--- src/rtl/pse_pkg.sv ---
// ----------------------------------------------------------------------------
// pse_pkg: shared types and constants of the program stream video extractor
// Item structs, parser phases, start code values and register map.
// ----------------------------------------------------------------------------
package pse_pkg;

  // Default saturation limit of the per-buffer payload count
  localparam int unsigned PSE_MAX_FRAME_BYTES = 1048575;

  // Register map (byte addresses)
  localparam int          PSE_ADDR_W        = 3;
  localparam logic [31:0] PSE_VID_ID_RESET  = 32'h0000_00E0;

  // Stream syntax
  localparam logic [23:0] PSE_START_PREFIX  = 24'h00_0001;
  localparam logic [7:0]  PSE_STREAM_MAP_ID = 8'hBC;
  localparam logic [3:0]  PSE_PACK_LAST_IDX = 4'd13;   // index of last pack header byte
  localparam logic [2:0]  PSE_CODE_BYTES    = 3'd4;
  localparam logic [1:0]  PSE_LEN_BYTES     = 2'd2;
  localparam logic [1:0]  PSE_PES_HDR_BYTES = 2'd3;

  // Stop reason codes
  localparam logic [1:0]  PSE_STOP_END      = 2'd0;
  localparam logic [1:0]  PSE_STOP_UNKNOWN  = 2'd1;
  localparam logic [1:0]  PSE_STOP_SHORT    = 2'd2;

  typedef enum logic [3:0] {
    PH_PACK      = 4'd0,
    PH_PSTUFF    = 4'd1,
    PH_FIRST     = 4'd2,
    PH_CODE      = 4'd3,
    PH_PES_LEN   = 4'd4,
    PH_PES_HDR   = 4'd5,
    PH_PES_STUFF = 4'd6,
    PH_PAYLOAD   = 4'd7,
    PH_MAP_LEN   = 4'd8,
    PH_MAP_BODY  = 4'd9
  } pse_phase_t;

  typedef struct packed {
    logic [7:0] data_byte;
    logic       first_byte;
    logic       last_byte;
  } pse_in_t;

  typedef struct packed {
    logic [7:0]  payload_byte;
    logic        byte_valid;
    logic        frame_end;
    logic [19:0] frame_length;
    logic [1:0]  stop_reason;
  } pse_out_t;

endpackage

--- src/rtl/program_stream_video_extractor.sv ---
// ----------------------------------------------------------------------------
// program_stream_video_extractor
// Walks one program stream buffer a byte per item and emits the payload bytes
// of the selected video PES packets, plus a frame summary on the last byte.
// ----------------------------------------------------------------------------
//
//  channel   dir   handshake                 payload
//  -------   ---   -----------------------   ---------------------------------
//  in        in    in_valid / in_stall       in_data  (byte, first, last)
//  out       out   out_valid / out_stall     out_data (byte, valid, end, len,
//                                                      reason)
//  cfg       in    APB psel/penable/pwrite   video_stream_id at byte addr 0
//
//  One item per cycle while in_stall is low: parser state and result (if any)
//  are registered at the edge the item is taken; the result is offered from
//  the next cycle, or waits in the skid register while the output is held.
//  The per-byte work is a handful of counter decrements and compares.
//  A skid register behind the output register absorbs one result while
//  out_stall is high; in_stall is raised only while that skid slot is full.
//  Reset (rst, synchronous) returns the parser to the pack header phase and
//  the stream id register to 0xE0; no clearing pass is needed.
// ----------------------------------------------------------------------------
module program_stream_video_extractor #(
  parameter int unsigned MAX_FRAME_BYTES = pse_pkg::PSE_MAX_FRAME_BYTES
) (
  input  logic                              clk,
  input  logic                              rst,
  // input items
  input  logic                              in_valid,
  output logic                              in_stall,
  input  pse_pkg::pse_in_t                  in_data,
  // result items
  output logic                              out_valid,
  input  logic                              out_stall,
  output pse_pkg::pse_out_t                 out_data,
  // configuration
  input  logic                              psel,
  input  logic                              penable,
  input  logic                              pwrite,
  input  logic [pse_pkg::PSE_ADDR_W-1:0]    paddr,
  input  logic [31:0]                       pwdata,
  output logic [31:0]                       prdata,
  output logic                              pready
);
  import pse_pkg::*;

  // Width of the saturating payload counter
  localparam int CntW = $clog2(MAX_FRAME_BYTES + 1);
  localparam logic [CntW-1:0] CntMax = CntW'(MAX_FRAME_BYTES);

  // --------------------------------------------------------------------------
  // Configuration register
  // --------------------------------------------------------------------------
  logic [7:0] video_stream_id;
  logic       cfg_hit;

  assign pready  = 1'b1;
  assign cfg_hit = (paddr[PSE_ADDR_W-1] == 1'b0);   // register 0 occupies bytes 0..3

  always_ff @(posedge clk) begin
    if (rst) begin
      video_stream_id <= PSE_VID_ID_RESET[7:0];
    end else if (psel && penable && pwrite && pready && cfg_hit) begin
      video_stream_id <= pwdata[7:0];
    end
  end

  assign prdata = cfg_hit ? {24'd0, video_stream_id} : 32'd0;

  // --------------------------------------------------------------------------
  // Parser state
  // --------------------------------------------------------------------------
  pse_phase_t      phase,       phase_next;
  logic [3:0]      field_cnt,   field_cnt_next;   // up to 13 in the pack header
  logic [23:0]     code_win,    code_win_next;    // last three code bytes
  logic [15:0]     pkt_len,     pkt_len_next;
  logic [7:0]      skip_left,   skip_left_next;
  logic [15:0]     pay_left,    pay_left_next;
  logic            halted,      halted_next;
  logic [CntW-1:0] emitted,     emitted_next;

  // Values after this byte is taken, before the end-of-buffer restart
  pse_phase_t      step_phase;
  logic            step_halted;

  // State seen by the current byte: a first byte restarts the parser first
  pse_phase_t      cur_phase;
  logic [3:0]      cur_field_cnt;
  logic [23:0]     cur_code_win;
  logic [15:0]     cur_pkt_len;
  logic [7:0]      cur_skip_left;
  logic [15:0]     cur_pay_left;
  logic            cur_halted;
  logic [CntW-1:0] cur_emitted;

  logic            in_fire;
  logic [7:0]      b;

  assign in_fire = in_valid && !in_stall;
  assign b       = in_data.data_byte;

  always_comb begin
    if (in_data.first_byte) begin
      cur_phase     = PH_PACK;
      cur_field_cnt = '0;
      cur_code_win  = '0;
      cur_pkt_len   = '0;
      cur_skip_left = '0;
      cur_pay_left  = '0;
      cur_halted    = 1'b0;
      cur_emitted   = '0;
    end else begin
      cur_phase     = phase;
      cur_field_cnt = field_cnt;
      cur_code_win  = code_win;
      cur_pkt_len   = pkt_len;
      cur_skip_left = skip_left;
      cur_pay_left  = pay_left;
      cur_halted    = halted;
      cur_emitted   = emitted;
    end
  end

  // Next state: take one byte
  always_comb begin
    logic [15:0] len_shift;
    logic [17:0] pay_calc;     // signed length - 3 - header data length
    logic        code_video;
    logic        code_map;

    step_phase     = cur_phase;
    field_cnt_next = cur_field_cnt;
    code_win_next  = cur_code_win;
    pkt_len_next   = cur_pkt_len;
    skip_left_next = cur_skip_left;
    pay_left_next  = cur_pay_left;
    step_halted    = cur_halted;
    emitted_next   = cur_emitted;

    len_shift  = {cur_pkt_len[7:0], b};
    pay_calc   = {2'b00, cur_pkt_len} - 18'd3 - {10'd0, b};
    code_video = (cur_code_win == PSE_START_PREFIX) && (b == video_stream_id);
    code_map   = (cur_code_win == PSE_START_PREFIX) && (b == PSE_STREAM_MAP_ID);

    if (!cur_halted) begin
      unique case (cur_phase)
        PH_PACK: begin
          if (cur_field_cnt >= PSE_PACK_LAST_IDX) begin
            skip_left_next = {5'd0, b[2:0]};
            field_cnt_next = '0;
            step_phase     = (b[2:0] != 3'd0) ? PH_PSTUFF : PH_FIRST;
          end else begin
            field_cnt_next = cur_field_cnt + 4'd1;
          end
        end
        PH_PSTUFF: begin
          skip_left_next = cur_skip_left - 8'd1;
          if (skip_left_next == 8'd0) begin
            field_cnt_next = '0;
            step_phase     = PH_FIRST;
          end
        end
        PH_FIRST, PH_CODE: begin
          code_win_next  = {cur_code_win[15:0], b};
          field_cnt_next = cur_field_cnt + 4'd1;
          if (field_cnt_next >= {1'b0, PSE_CODE_BYTES}) begin
            field_cnt_next = '0;
            if (code_video) begin
              step_phase   = PH_PES_LEN;
              pkt_len_next = '0;
            end else if (code_map) begin
              step_phase   = PH_MAP_LEN;
              pkt_len_next = '0;
            end else begin
              step_halted  = 1'b1;
            end
          end
        end
        PH_PES_LEN, PH_MAP_LEN: begin
          pkt_len_next   = len_shift;
          field_cnt_next = cur_field_cnt + 4'd1;
          if (field_cnt_next >= {2'b00, PSE_LEN_BYTES}) begin
            field_cnt_next = '0;
            if (cur_phase == PH_PES_LEN) begin
              step_phase = PH_PES_HDR;
            end else if (len_shift == 16'd0) begin
              step_phase = PH_CODE;
            end else begin
              pay_left_next = len_shift;
              step_phase    = PH_MAP_BODY;
            end
          end
        end
        PH_PES_HDR: begin
          field_cnt_next = cur_field_cnt + 4'd1;
          if (field_cnt_next >= {2'b00, PSE_PES_HDR_BYTES}) begin
            // Non-positive payload length means an empty packet
            pay_left_next  = (pay_calc[17] || pay_calc == 18'd0) ? 16'd0 : pay_calc[15:0];
            skip_left_next = b;
            field_cnt_next = '0;
            if (b != 8'd0) begin
              step_phase = PH_PES_STUFF;
            end else begin
              step_phase = (pay_left_next != 16'd0) ? PH_PAYLOAD : PH_CODE;
            end
          end
        end
        PH_PES_STUFF: begin
          skip_left_next = cur_skip_left - 8'd1;
          if (skip_left_next == 8'd0) begin
            step_phase     = (cur_pay_left != 16'd0) ? PH_PAYLOAD : PH_CODE;
            field_cnt_next = '0;
          end
        end
        PH_PAYLOAD, PH_MAP_BODY: begin
          pay_left_next = cur_pay_left - 16'd1;
          if (pay_left_next == 16'd0) begin
            step_phase     = PH_CODE;
            field_cnt_next = '0;
          end
          if (cur_phase == PH_PAYLOAD && cur_emitted < CntMax) begin
            emitted_next = cur_emitted + CntW'(1);
          end
        end
        default: begin
          step_halted = 1'b1;
        end
      endcase
    end

    phase_next  = step_phase;
    halted_next = step_halted;
  end

  // Result of this byte
  pse_out_t res;
  logic     res_make;

  always_comb begin
    logic [CntW+19:0] len_ext;

    len_ext          = {20'd0, emitted_next};
    res.byte_valid   = !cur_halted && (cur_phase == PH_PAYLOAD);
    res.payload_byte = res.byte_valid ? b : 8'd0;
    res.frame_end    = in_data.last_byte;
    res.frame_length = in_data.last_byte ? len_ext[19:0] : 20'd0;
    if (!in_data.last_byte) begin
      res.stop_reason = PSE_STOP_END;
    end else if (step_halted) begin
      res.stop_reason = PSE_STOP_UNKNOWN;
    end else if (step_phase == PH_PACK || step_phase == PH_PSTUFF || step_phase == PH_FIRST) begin
      res.stop_reason = PSE_STOP_SHORT;
    end else begin
      res.stop_reason = PSE_STOP_END;
    end
    res_make = res.byte_valid || in_data.last_byte;
  end

  // State registers; the last byte of a buffer restarts the parser
  always_ff @(posedge clk) begin
    if (rst) begin
      phase     <= PH_PACK;
      field_cnt <= '0;
      code_win  <= '0;
      pkt_len   <= '0;
      skip_left <= '0;
      pay_left  <= '0;
      halted    <= 1'b0;
      emitted   <= '0;
    end else if (in_fire) begin
      if (in_data.last_byte) begin
        phase     <= PH_PACK;
        field_cnt <= '0;
        code_win  <= '0;
        pkt_len   <= '0;
        skip_left <= '0;
        pay_left  <= '0;
        halted    <= 1'b0;
        emitted   <= '0;
      end else begin
        phase     <= phase_next;
        field_cnt <= field_cnt_next;
        code_win  <= code_win_next;
        pkt_len   <= pkt_len_next;
        skip_left <= skip_left_next;
        pay_left  <= pay_left_next;
        halted    <= halted_next;
        emitted   <= emitted_next;
      end
    end
  end

  // --------------------------------------------------------------------------
  // Output register with one skid slot
  // --------------------------------------------------------------------------
  logic     skid_valid;
  pse_out_t skid_data;

  assign in_stall = skid_valid;

  always_ff @(posedge clk) begin
    if (rst) begin
      out_valid  <= 1'b0;
      skid_valid <= 1'b0;
    end else begin
      if (!out_valid || !out_stall) begin
        if (skid_valid) begin
          out_valid  <= 1'b1;
          skid_valid <= 1'b0;
        end else begin
          out_valid  <= in_fire && res_make;
        end
      end else if (in_fire && res_make) begin
        skid_valid <= 1'b1;
      end
    end
  end

  always_ff @(posedge clk) begin
    if (!out_valid || !out_stall) begin
      if (skid_valid) begin
        out_data <= skid_data;
      end else if (in_fire && res_make) begin
        out_data <= res;
      end
    end else if (in_fire && res_make) begin
      skid_data <= res;
    end
  end

`ifndef SYNTHESIS
  // The skid slot only fills behind a held output register
  a_skid_behind_out: assert property (@(posedge clk) disable iff (rst)
    skid_valid |-> out_valid)
    else $error("skid slot full while output register empty");

  // Every delivered result carries a byte or a frame end
  a_no_empty_result: assert property (@(posedge clk) disable iff (rst)
    out_valid |-> (out_data.byte_valid || out_data.frame_end))
    else $error("empty result item");

  // Summary fields stay zero outside the frame end result
  a_summary_zero: assert property (@(posedge clk) disable iff (rst)
    (out_valid && !out_data.frame_end) |->
      (out_data.frame_length == 20'd0 && out_data.stop_reason == PSE_STOP_END))
    else $error("frame summary set on a non-final result");

  // Last byte leaves the parser at the pack header with a cleared count
  a_restart_after_last: assert property (@(posedge clk) disable iff (rst)
    (in_fire && in_data.last_byte) |=>
      (phase == PH_PACK && !halted && emitted == '0))
    else $error("parser not restarted after last byte");
`endif

endmodule

--- config.mk ---
export PLATFORM = sky130hd
export DESIGN_NAME = program_stream_video_extractor
export DESIGN_NICKNAME = d
export VERILOG_FILES = /design/src/rtl/pse_pkg.sv /design/src/rtl/program_stream_video_extractor.sv
export SDC_FILE = /design/constraint.sdc
export NUM_CORES = 1
export LEC_CHECK = 0
export BUFFER_PORTS_ARGS = -buffer_cell sky130_fd_sc_hd__buf_2
export CORE_MARGIN = 3
export CORE_UTILIZATION = 55
export CTS_CLUSTER_SIZE = 12
export DETAILED_ROUTE_END_ITERATION = 8
export PLACE_DENSITY = 0.72
export SLEW_MARGIN = 15
export SYNTH_ARGS = -nofsm -noshare
export SYNTH_HDL_FRONTEND = slang
export SYNTH_SLANG_ARGS = --single-unit
--- constraint.sdc ---
create_clock -name clk -period 6.6 [get_ports clk]
set_input_delay 0.33 -clock clk [delete_from_list [all_inputs] [get_ports clk]]
set_output_delay 0.33 -clock clk [all_outputs]
set_load 0.01 [all_outputs]
# After elaboration in Yosys (flattened, before gate mapping)
# Index checks and enable logic that the tools add are counted.
[totals]
wordCells = 161
ff_bits = 167
inputBits = 52
[classes]
n_lt_le_gt_ge = 5
muxes = 76
eq_ne = 14
n_addsub = 6
n_reduce_logical = 37
bitwise_logic = 2
[op_table]
columns = ["op", "n"]
rows = [
  ["16-bit two-way mux", 14],
  ["20-bit two-way mux", 6],
  ["24-bit two-way mux", 4],
  ["4-bit two-way mux", 23],
  ["32-bit two-way mux", 2],
  ["8-bit two-way mux", 7],
  ["16-bit case mux with 3 select lines", 1],
  ["16-bit zero test", 2],
  ["16-bit case mux with 2 select lines", 1],
  ["16-bit nonzero test", 2],
  ["4-bit case mux with 7 select lines", 1],
  ["24-bit by 1-bit == test with 1-bit output (second input constant)", 1],
  ["4-bit case mux with 6 select lines", 1],
  ["8-bit case mux with 3 select lines", 1],
  ["20-bit by 1-bit adder with 20-bit output (second input constant)", 1],
  ["20-bit less-than comparator (second input constant)", 1],
  ["18-bit zero test", 1],
  ["17-bit by 9-bit subtractor with 18-bit output", 1],
  ["16-bit by 2-bit subtractor with 17-bit output (second input constant)", 1],
  ["4-bit by 3-bit == test with 1-bit output (second input constant)", 4],
  ["16-bit by 1-bit subtractor with 16-bit output (second input constant)", 1],
  ["4-bit by 2-bit == test with 1-bit output (second input constant)", 3],
  ["2-bit OR reduction", 5],
  ["1-bit logical AND", 9],
  ["23 further kinds", 47],
]

# Depth between registers and ports, before layout
[logic_depth]
word_depth = 20
ltp_mapped = 23

# Least setup slack after synthesis
# OpenSTA, ideal clock, no wires.
[synth_timing]
path_type = "input -> register"
start = "input port in_data[1] (netlist name)"
end = "register out_data[1] (netlist name), data pin"
setup_time_ps = 180
setup_slack_ps = 769
arrival_time_ps = 5651
stages = 22
path_cell_list = "clkbuf_1 -> clkbuf_1 -> clkbuf_1 -> buf_1 -> clkbuf_1 -> buf_1 -> nor2b_1 -> ha_1 -> clkbuf_1 -> clkbuf_1 -> o311ai_0 -> o21ai_0 -> ha_1 -> o21a_1 -> o31a_1 -> o21ai_0 -> or4b_2 -> nor3_1 -> xor2_1 -> or4_4 -> and4_4 -> o41ai_2"
[synth_via]
elab_chain_len = 20
word_cells_on_any_way = 72
[synth_lines]
columns = ["item", "line", "source"]
rows = [
  ["start: declaration", "program_stream_video_extractor.sv:31", "input pse_pkg::pse_in_t in_data,"],
  ["16-bit two-way mux", "program_stream_video_extractor.sv:103", "if (in_data.first_byte) begin"],
  ["16-bit by 2-bit subtractor with 17-bit output", "program_stream_video_extractor.sv:141", "pay_calc = {2'b00, cur_pkt_len} - 18'd3 - {10'd0, b};"],
  ["17-bit by 9-bit subtractor with 18-bit output", "program_stream_video_extractor.sv:141", ""],
  ["18-bit zero test", "program_stream_video_extractor.sv:198", "pay_left_next = (pay_calc[17] || pay_calc == 18'd0) ? 16'd0 : pay_calc[15:0];"],
  ["1-bit logical OR", "program_stream_video_extractor.sv:198", ""],
  ["16-bit two-way mux", "program_stream_video_extractor.sv:198", ""],
  ["16-bit nonzero test", "program_stream_video_extractor.sv:204", "step_phase = (pay_left_next != 16'd0) ? PH_PAYLOAD : PH_CODE;"],
  ["3-bit two-way mux", "program_stream_video_extractor.sv:204", ""],
  ["(+3 left out)", "-", ""],
  ["4-bit two-way mux", "program_stream_video_extractor.sv:145", "if (!cur_halted) begin"],
  ["4-bit by 1-bit == test with 1-bit output or 4-bit zero test (tied branches)", "program_stream_video_extractor.sv:251", "end else if (step_phase == PH_PACK || step_phase == PH_PSTUFF || step_phase == PH_FIRST) begin"],
  ["1-bit logical OR (2 in a row)", "program_stream_video_extractor.sv:251", ""],
  ["2-bit two-way mux", "program_stream_video_extractor.sv:251", ""],
  ["2-bit two-way mux (*)", "program_stream_video_extractor.sv:249", "end else if (step_halted) begin"],
  ["2-bit two-way mux (*)", "program_stream_video_extractor.sv:247", "if (!in_data.last_byte) begin"],
  ["32-bit two-way mux (*)", "program_stream_video_extractor.sv:323", "end else if (in_fire && res_make) begin"],
  ["32-bit two-way mux (*)", "program_stream_video_extractor.sv:321", "if (skid_valid) begin"],
  ["end signal: assignment", "program_stream_video_extractor.sv:322", "out_data <= skid_data;"],
  ["end signal: assignment", "program_stream_video_extractor.sv:324", "out_data <= res;"],
  ["end: declaration", "program_stream_video_extractor.sv:35", "output pse_pkg::pse_out_t out_data,"],
]
# Mark *: on every way between the ends. The rest lies on a longest branch, timed or not. The select of a mux whose other input is x is not followed.
# A chain may end at the register's enable or synchronous reset.

# Worst setup path in the final report
[layout_timing]
start = "register pkt_len[0]"
end = "register out_data[1] (netlist name), data pin"
[layout_via]
elab_chain_len = 20
word_cells_on_any_way = 26
[layout_lines]
columns = ["item", "line", "source"]
rows = [
  ["start: declaration", "program_stream_video_extractor.sv:76", "logic [15:0] pkt_len, pkt_len_next;"],
  ["start signal: assignment", "program_stream_video_extractor.sv:284", "pkt_len <= pkt_len_next;"],
  ["16-bit two-way mux (*)", "program_stream_video_extractor.sv:103", ""],
  ["16-bit by 2-bit subtractor with 17-bit output", "program_stream_video_extractor.sv:141", ""],
  ["17-bit by 9-bit subtractor with 18-bit output", "program_stream_video_extractor.sv:141", ""],
  ["18-bit zero test", "program_stream_video_extractor.sv:198", ""],
  ["1-bit logical OR", "program_stream_video_extractor.sv:198", ""],
  ["16-bit two-way mux", "program_stream_video_extractor.sv:198", ""],
  ["16-bit nonzero test", "program_stream_video_extractor.sv:204", ""],
  ["3-bit two-way mux", "program_stream_video_extractor.sv:204", ""],
  ["(+4 left out)", "-", ""],
  ["4-bit by 1-bit == test with 1-bit output or 4-bit zero test (tied branches)", "program_stream_video_extractor.sv:251", ""],
  ["1-bit logical OR", "program_stream_video_extractor.sv:251", ""],
  ["1-bit logical OR (*)", "program_stream_video_extractor.sv:251", ""],
  ["2-bit two-way mux (*)", "program_stream_video_extractor.sv:251", ""],
  ["2-bit two-way mux (*)", "program_stream_video_extractor.sv:249", ""],
  ["2-bit two-way mux (*)", "program_stream_video_extractor.sv:247", ""],
  ["32-bit two-way mux (*)", "program_stream_video_extractor.sv:323", ""],
  ["32-bit two-way mux (*)", "program_stream_video_extractor.sv:321", ""],
]
# Marks and branches as above.

==> metrics.yaml <==
status: "complete, no violations"
setup_slack_ns: 1.85
drive_gt1_share_pct: 11.8
path_clk_slew_ns: 0.07
endpoint_kind: "flop"
cts.path.max_buffers: 2
vias: 10200
timing.final.crit_share_pct: 71.9
grt_pass1_wl_um: 48800
fin_nets: 1395
synthFlopType: "dfxtp_1"
drc_errors: 0
first_iter_violations: 1264
antenna_found_initial: 0
critPathRequiredTime_ns: 6.86
stdcell_count: 1595
synth_cell_types: 78
placed_cells: 1563
min_path_type: "input port to flop"
rr_worst_depth: 16
power_per_cell_area_nw_per_um2: 199
grt_pass1_vias: 8985
path_cells: "nand2_1 > inv_1 > ha_1 > nand2_1 > o311ai_0 > o21ai_0 > ha_1 > o21a_1 > o31a_1 > o21ai_0 > or4b_2 > nor3_1 > xor2_1 > or4_4 > and4_4 > o41ai_2"
setup_viol: 0
cts_tree: "built"
min_path_cells: 3
rows: 50
die_area_sq_um: 21300
fin_hold_ws_ns: 0.102
drt_wl_total_um: 30600
synthCells: 1318
num_antenna_cells: 0
syn_avg_cell_area_sq_um: 8.17
htreeDepth: 4
hpwl_um: 21000
grt_overflow_total: 0
postRouteAntennaNets: 0
critPathSlowestCell: "or4b_2"
ir_drop_uv: 185
ys_seq_area_share_pct: 37.0
rsz0062_at_grt: "false"
dieWidth_um: 146
wire_per_inst_um: 19.2
post_cts_resized: 0
period_minus_slack_ns: 4.75
cts_hold_buf: 0
fmaxAchievable_mhz: 211
worst_pin_slew_ns: 1.09
cts_root_buf: "clkbuf_16"
dp_worst_setup_slack_ns: 1.65
slew_viol_final: 0
final_common_cell: "nor2_1"
yosys_register_bits: 167
maxCapViolCount: 0
layout_common_cells: "nor2_1, nand2_1, dfxtp_1"
clock_latency_ns: 0.44
path_class: "flop to flop"
dieHeight_um: 146
fin_tns_setup_ns: 0
cp_max_fo: 16
cts_buffers: 17
skew_ns: 0.0123
grt_max_degree: 96
clock-sinks: 167
port_buffers: 67
ioPinCount: 119
async_reset_ff_share_pct: 0
grt_usage_pct: 28.0
slowest_delay_ns: 0.68
p_leak_nw: 4.21
fill_cells: 1706
slew_headroom_pct: 27.0
hold_viol: 0
viasPerCell: 6.39
routabilityCongestion: 0.966
yosys_warnings: 0
synth_area_sq_um: 10800
arrival_ns: 5.01
start_util_pct: 56.8
dr.pass1.iters: 6
post-cts-setup-buffers: 0
syn_to_final_growth_pct: 8.75
cp-start-kind: "flop"
synth_edf_count: 64
core_sq_um: 19000
==> layout make-up <==
type / instances / area [sq um] / area share, %
multi-input cells: 1022 / 6210 / 53.0
flip-flops and latches: 167 / 3990 / 34.0
repair buffers: 85 / 473 / 4.04
clock buffers: 17 / 425 / 3.63
well taps: 260 / 325 / 2.78
clock inverters: 15 / 180 / 1.54
inverters: 29 / 109 / 0.930
==> through the flow <==
step           total power (W)  util, %  instance area, sq um
2_1_floorplan          0.00128        -                 10900
3_3_place_gp           0.00133     58.6                 11100
3_5_place_dp           0.00133     58.6                 11100
4_1_cts                0.00233     61.8                 11700
5_1_grt                0.00241     61.8                 11700
6_report               0.00233     61.8                 11700
==> power by group <==
part	internal, W	switching, W
logic	0.0000687	0.000160
registers	0.00108	0.0000107
clock network	0.000514	0.000498
==> path summary, 6_finish.rpt <==
path | start | end | slack (ns)
worst max-delay path | pkt_len[0]$_SDFFE_PP0P_ | out_data[1]$_DFFE_PP_ | 1.85
worst min-delay path | pwdata[5] | video_stream_id[5]$_SDFFE_PP1P_ | 0.10
worst max register to register | pkt_len[0]$_SDFFE_PP0P_ | out_data[1]$_DFFE_PP_ | 1.85
worst min register to register | video_stream_id[2]$_SDFFE_PP0P_ | video_stream_id[2]$_SDFFE_PP0P_ | 0.49
==> flip-flops by register name (all words and copies together), names as in the netlist <==
register and cells:
code_win 24, emitted 20, field_cnt 4, halted 1, in_stall 1, out_data 32, out_valid 1, pay_left 16
phase 4, pkt_len 16, skid_data 32, skip_left 8, video_stream_id 8
==> critical path: cells and delay by family (launching register included) <==
kind                     cells  cell delay, ns
AND/OR/NAND/NOR              6            1.90
adder cells (fa/ha/maj)      2            0.96
AO/OA/AOI/OAI                6            0.95
flip-flops                   1            0.51
buffers and inverters        1            0.12
XOR/XNOR                     1            0.12
==> synthesized netlist by cell type, types with 6 or more instances <==
cell type	count	area, sq um
a311oi_1	7	61.3
nand2b_1	8	50.1
mux2i_1	6	60.1
o31ai_1	23	173
mux2_2	18	203
buf_4	25	188
a21o_1	9	67.6
or2_2	8	50.1
and2_1	8	50.1
nor3_1	46	230
ha_1	20	250
edfxtp_1	64	1920
a211oi_1	8	60.1
nor2b_1	37	231
o211ai_1	8	60.1
nor2_1	162	608
nand3b_1	9	67.6
a22oi_1	50	375
or4_1	10	75.1
nand2_1	127	477
clkbuf_1	87	327
inv_1	28	105
nor3b_1	10	75.1
buf_1	9	33.8
nand4_1	14	87.6
and3_1	10	62.6
o21ai_0	66	330
a21oi_1	87	435
nor4_1	19	119
a221oi_1	18	158
dfxtp_1	103	2060
xor2_1	15	131
a221o_1	8	80.1
a31oi_1	18	113
nand3_1	31	155
xnor2_1	35	307
o22ai_1	7	43.8
or3_1	10	62.6
==> routing by layer <==
| layer | track usage, % | vias to the layer above | wire length [um] |
|---|---|---|---|
| met2 | 42.0 | 532 | 13600 |
| met5 | 0 | - | 0 |
| met1 | 40.7 | 4788 | 13600 |
| met4 | 10.2 | 0 | 776 |
| met3 | 4.61 | 59 | 2640 |
| li1 | - | 4818 | - |
==> cells by family after synthesis <==
family                     after synthesis  share of synthesized area (%)
AOI/OAI and AO/OA                      363                           22.7
DFF                                    167                           37.0
buffers and inverters                  152                           6.31
muxes                                   24                           2.44
xor gates and xnor gates                50                           4.07
and+or+nand+nor                        539                           24.9
other                                    2                         0.0698
adders and majority gates               21                           2.51
Power figures use the tool's default switching activity.
